$ cat src/hw/rtl/rolling_window_sum_min_max_count_top_macros.svh
// ----------------------------------------------------------------------------
// Rolling window aggregate - assertion macros
// Concurrent property wrappers, empty for synthesis.
// ----------------------------------------------------------------------------
`ifndef ROLLING_WINDOW_SUM_MIN_MAX_COUNT_TOP_MACROS_SVH
`define ROLLING_WINDOW_SUM_MIN_MAX_COUNT_TOP_MACROS_SVH

`ifndef SYNTHESIS
`define RWS_ASSERT_IMPL(lbl, clk, rst_n, ante, cons) \
    lbl: assert property (@(posedge clk) disable iff (!rst_n) (ante) |-> (cons)) \
        else $error("assertion failed");
`define RWS_ASSERT_NEXT(lbl, clk, rst_n, ante, cons) \
    lbl: assert property (@(posedge clk) disable iff (!rst_n) (ante) |=> (cons)) \
        else $error("assertion failed");
`else
`define RWS_ASSERT_IMPL(lbl, clk, rst_n, ante, cons)
`define RWS_ASSERT_NEXT(lbl, clk, rst_n, ante, cons)
`endif

`endif

$ cat src/hw/rtl/rwsum_ram.sv
// ----------------------------------------------------------------------------
// Rolling window aggregate - generic RAM
// One write port, one read port, read data registered.
// ----------------------------------------------------------------------------
`timescale 1ns / 1ps

module rwsum_ram #(
    parameter int WIDTH = 8,
    parameter int DEPTH = 16
) (
    input  logic                     i_clk,
    input  logic                     i_wr_en,
    input  logic [$clog2(DEPTH)-1:0] i_wr_addr,
    input  logic [WIDTH-1:0]         i_wr_data,
    input  logic                     i_rd_en,
    input  logic [$clog2(DEPTH)-1:0] i_rd_addr,
    output logic [WIDTH-1:0]         o_rd_data
);

    logic [WIDTH-1:0] r_mem [DEPTH];
    logic [WIDTH-1:0] r_rd_data;

    always_ff @(posedge i_clk) begin
        if (i_wr_en) begin
            r_mem[i_wr_addr] <= i_wr_data;
        end
        if (i_rd_en) begin
            r_rd_data <= r_mem[i_rd_addr];
        end
    end

    assign o_rd_data = r_rd_data;

endmodule

$ cat config.mk
export PLATFORM = sky130hd
export DESIGN_NAME = rwsum_ram
export DESIGN_NICKNAME = d
export VERILOG_FILES = /design/src/hw/rtl/rolling_window_sum_min_max_count_top_macros.svh /design/src/hw/rtl/rwsum_ram.sv
export SDC_FILE = /design/constraint.sdc
export NUM_CORES = 1
export LEC_CHECK = 0
export BUFFER_PORTS_ARGS = -buffer_cell sky130_fd_sc_hd__buf_2
export CORE_UTILIZATION = 60
export DETAILED_ROUTE_END_ITERATION = 8
export PLACE_DENSITY = 0.8
export SLEW_MARGIN = 0
export SYNTH_ARGS = -nofsm -noshare
export SYNTH_HDL_FRONTEND = slang
export SYNTH_SLANG_ARGS = --single-unit
$ cat constraint.sdc
create_clock -name i_clk -period 4.4 [get_ports i_clk]
set_input_delay 0.88 -clock i_clk [delete_from_list [all_inputs] [get_ports i_clk]]
set_output_delay 0.88 -clock i_clk [all_outputs]
set_load 0.01 [all_outputs]
== Word-level counts from Yosys, hierarchy flattened ==
Memory sizes are Yosys's and may differ from the RTL's. A register that Yosys moved wholly into a read port is not among the register bits.
Index checks and enable logic that the tools add are counted.

* Logic and storage cells: 3
* Bits in latches: 0
* Bits of input ports: 19
* Bits in writable memories: 128
* Memory bits (read-only): 0
* Memories: 1
* Register bits: 0

* Add/sub/neg operators: 0
* Div/mod/pow operators: 0
* Order comparisons: 0
* Bitwise operators: 0
* Multiplexer cells: 2
* Multiply operators: 0
* Eq/ne operators: 0
* Shift operators: 0
* Reductions and logical operators: 0

{| class="wikitable"
|+ Memory list
! memory !! words !! width !! read ports !! clocked after memory_dff !! write ports !! RTL line !! text
|-
| r_mem || 16 || 8 || 1 || 1 || 1 || rwsum_ram.sv:20 || <nowiki>logic [WIDTH-1:0] r_mem [DEPTH];</nowiki>
|}

{| class="wikitable"
|+ Operators with widths
! operator !! number
|-
| 2-to-1 mux 1 bit || 2
|}

== Depth between registers and ports, before layout ==
* Depth in word-level cells: 2
* Gate-level depth with buffers: 5

== Least setup slack after synthesis ==
OpenSTA, ideal clock, no wires.

* Kind: in2reg
* From: input port i_wr_addr[2]
* To: memory r_mem[0][0], enable pin
* Setup slack: 2.027 ns
* Arrival: 1.990 ns
* Cell stages on the path: 2
* Data required time: 4.017 ns
* Buffers on the path: 0
* Path through: or3b_2 nor3_1

{| class="wikitable"
|+ RTL lines
! item !! RTL line !! text
|-
| start, declared || rwsum_ram.sv:13 || <nowiki>input logic [$clog2(DEPTH)-1:0] i_wr_addr,</nowiki>
|-
| end, declared || rwsum_ram.sv:20 ||
|}

Straight into the memory's write port.

==> metrics.md <==
| Metric | Value |
|---|---|
| Clock-pin transition on the worst setup and hold timing paths | 0.06 ns |
| GRT Residual Overflow | 0 |
| Die Height | 95.3 um |
| Global-route wire length before repair | 15.2 mm |
| Final Cell Area | 6010 um^2 |
| Worst reg2reg path depth | 3 |
| Synthesized flop and latch total | 136 |
| Dpl hpwl | 5.77 mm |
| Fraction of layout instances using a drive strength above 1 | between 20% and 30% |
| Leakage power figure | about 2 nW |
| Post-synthesis sequential area ratio | 78.1% |
| Mapped Area | 5230 um^2 |
| Total number of vias | 2,503 |
| Result of the run | complete, no violations |
| Final Hold Vio Count | 0 |
| CP arrival | 2.72 ns |
| WS Path Type | input port to flip-flop |
| Number of instances resized during post-cts repair | 0 |
| Vias per cell | ~6.5 |
| Number of distinct library cells after synthesis | 18 |
| Root buffer cell | clkbuf_8 |
| Instance area after placement | 5440 um^2 |
| WP data required | around 4.7 ns |
| Reported max-cap violation count | 0 |
| Average instance area after synthesis | 22.8 um^2 |
| Power share of the combinational group | 4.3% |
| Area of the die | 9090 um^2 |
| R2R Setup Slk | 2.83 ns |
| Worst slew pin tran | roughly 1.1 ns |
| Post-route DRC | 0 |
| Post-route insts no fill | 386 |
| Share of total power in sequential cells | 49.8% |
| Share of the clock period used by the worst path | 56.1% |
| Net switching power | approximately 0.59 mW |
| Normalized max-slew margin | 28.4% |
| Total Routed Length | 10.3 mm |
| DR iter-0 viols | 305 |
| Setup_tns | 0 ns |
| Top-area cell type share of the netlist area | ~78% |
| Total power of the final layout | just under 3 mW |
| Cell taking the most area after synthesis | edfxtp_1 |
| Number of buffers added on ports | 26 |
| Capturing point of the worst reg2reg path | o_rd_data[1] |
| Crit. End Element | flip-flop |
| Internal power | 2.36 mW |
| Area delta synth->final | 15.0% |
| Total of fill cells in the finished design | between 400 and 500 |
| Number of sinks driven by the clock tree | 136 |
| Core Box Area | 8340 um^2 |
| Maximum fanout along the worst path | 21 |
| Number of inserted diodes | 0 |
| Count of pins over their slew limit | 0 |
| Crit path from | i_rd_addr[0] |
| Number of setup buffers added after CTS | 0 |
| Clock buffers created by TritonCTS | 17 |
| Leading cell type in the layout, fill and taps excluded | edfxtp_1 |
| Largest buffer count on any clock path | 2 |
| Initial Utilization | a little over three fifths |
| # setup viols final | 0 |
| Element type at the critical path start | input port |
| Net count reported at finish | 287 |
| Synthesized net count | approximately 250 |
| TritonCTS clock tree | done |
| Cells taking the most area after synthesis | edfxtp_1 78%, mux4_2 7.8%, mux4_1 7.0%, a22oi_1 2.3%, nor2_1 0.93% |
| Initial DRT Pass Iterations | 5 |
| Commonest non-fill, non-tap cells in the layout | 136 x edfxtp_1, 26 x buf_2, 18 x mux4_2 |
| Overall track demand over capacity in global routing | between 20% and 30% |
| Number of standard cells after synthesis | 229 |
| Share of total power consumed by net switching | about a fifth |
| Portion of total power attributed to the clock network | 45.9% |
| Number of warnings printed during yosys synthesis | 0 |
| Class of the worst hold path | input port to flip-flop |
| Gp weighted congestion | 0.734 |
| Pwr per Cell Area | 491 nW/um^2 |
| Hold-fix buffers, CTS | 0 |
| Clock Latency Late Sink | 0.51 ns |
| Htree depth | 4 |
| Count of standard-cell rows | 33 |
| Maximum number of pins on one net before global-route repair | 33 |
| Worst setup endpoint | o_rd_data[1] |
| Routed WL per cell | 26.7 um |
| Cells after DPL | 354 |
| Unrepaired setup endpoints after global routing | false |
| Fmax | 405 MHz |
| Number of antenna violations at the first check in global routing | 0 |
| Number of global-route vias before repair | 2,493 |
| Start of the worst register-to-register path | r_mem[1][1] |
| Antenna violation net count after detailed routing | 0 |
| Number of top-level design ports | 27 |
| Max VDD drop | 0.000363 V |
| Horizontal die dimension | 95.3 um |
| Shortest period the worst path allows | 2.47 ns |
| Layout Skew | 0.00783 ns |
[critical path: stages]
cell,delay (ns)
buf_2,0.33
buf_4,0.45
mux4_1,0.62
a22oi_1,0.30
nand2_1,0.13
[per-layer routing]
layer / wire length, um / up-vias / track usage (%)
li1: - / 1058 / -
met1: 4010 / 1252 / 35.7
met2: 5080 / 168 / 39.6
met3: 1000 / 25 / 8.29
met4: 205 / 0 / 9.09
met5: 0 / - / 0
[registers in the layout, summed over array words and instances, names as in the netlist]
| register | flops |
|---|---|
| r_mem | 128 |
| o_rd_data | 8 |
[stage by stage]
step / setup slack, ns / hold WS, ns / utilization [%]
finish: 1.93 / 0.741 / 72.1
global route: 1.87 / 0.731 / 72.1
CTS: 1.92 / 0.730 / 72.1
detailed placement: 1.35 / 0.747 / 65.2
global placement: 1.37 / 0.731 / 65.2
floorplan: 2.03 / 0.705 / -
[layout make-up]
| class | count | area [um^2] | share of cell area (%) |
|---|---|---|---|
| clock buffer | 17 | 414 | 6.89 |
| tap | 105 | 131 | 2.19 |
| timing repair buffer | 30 | 160 | 2.66 |
| multi-input combinational | 83 | 1060 | 17.7 |
| clock inverter | 15 | 160 | 2.66 |
| sequential | 136 | 4080 | 67.9 |
[how the worst min path moves through the flow]
stage,from,to,slack [ns],cells past startpoint
2_1_floorplan,r_mem[7][0],o_rd_data[0],0.70,3
3_3_place_gp,r_mem[11][5],o_rd_data[5],0.73,3
3_5_place_dp,r_mem[11][4],o_rd_data[4],0.75,3
4_1_cts,i_wr_data[6],r_mem[3][6],0.73,1
5_1_grt,i_wr_data[6],r_mem[2][6],0.73,1
6_report,i_wr_data[6],r_mem[8][6],0.74,1
[kinds of logic after synthesis]
logic type	count (synthesis)	synth area share (%)
buf+inv	10	1.65
simple gates	35	3.14
compound gates	16	2.30
flops	136	78.1
mux	32	14.8
[synthesized netlist by cell type (all sizes together)]
library cell	count
mux4	32
nand3	1
nor2	13
nor2b	1
nand2	9
nand3b	2
buf	7
or3b	1
nor3	4
nand2b	2
clkdlybuf4s25	3
edfxtp	136
and2	1
a22oi	16
and2b	1
[power groups by stage]
stage          Sequential (mW)  Combinational [mW]  Clock, mW
6_report                  1.47               0.127       1.36
4_1_cts                   1.47               0.129       1.36
3_3_place_gp              1.49               0.124          0
5_1_grt                   1.47               0.138       1.42
3_5_place_dp              1.50               0.126          0
2_1_floorplan             1.50              0.0737          0
(Power assumes the default switching activity.)
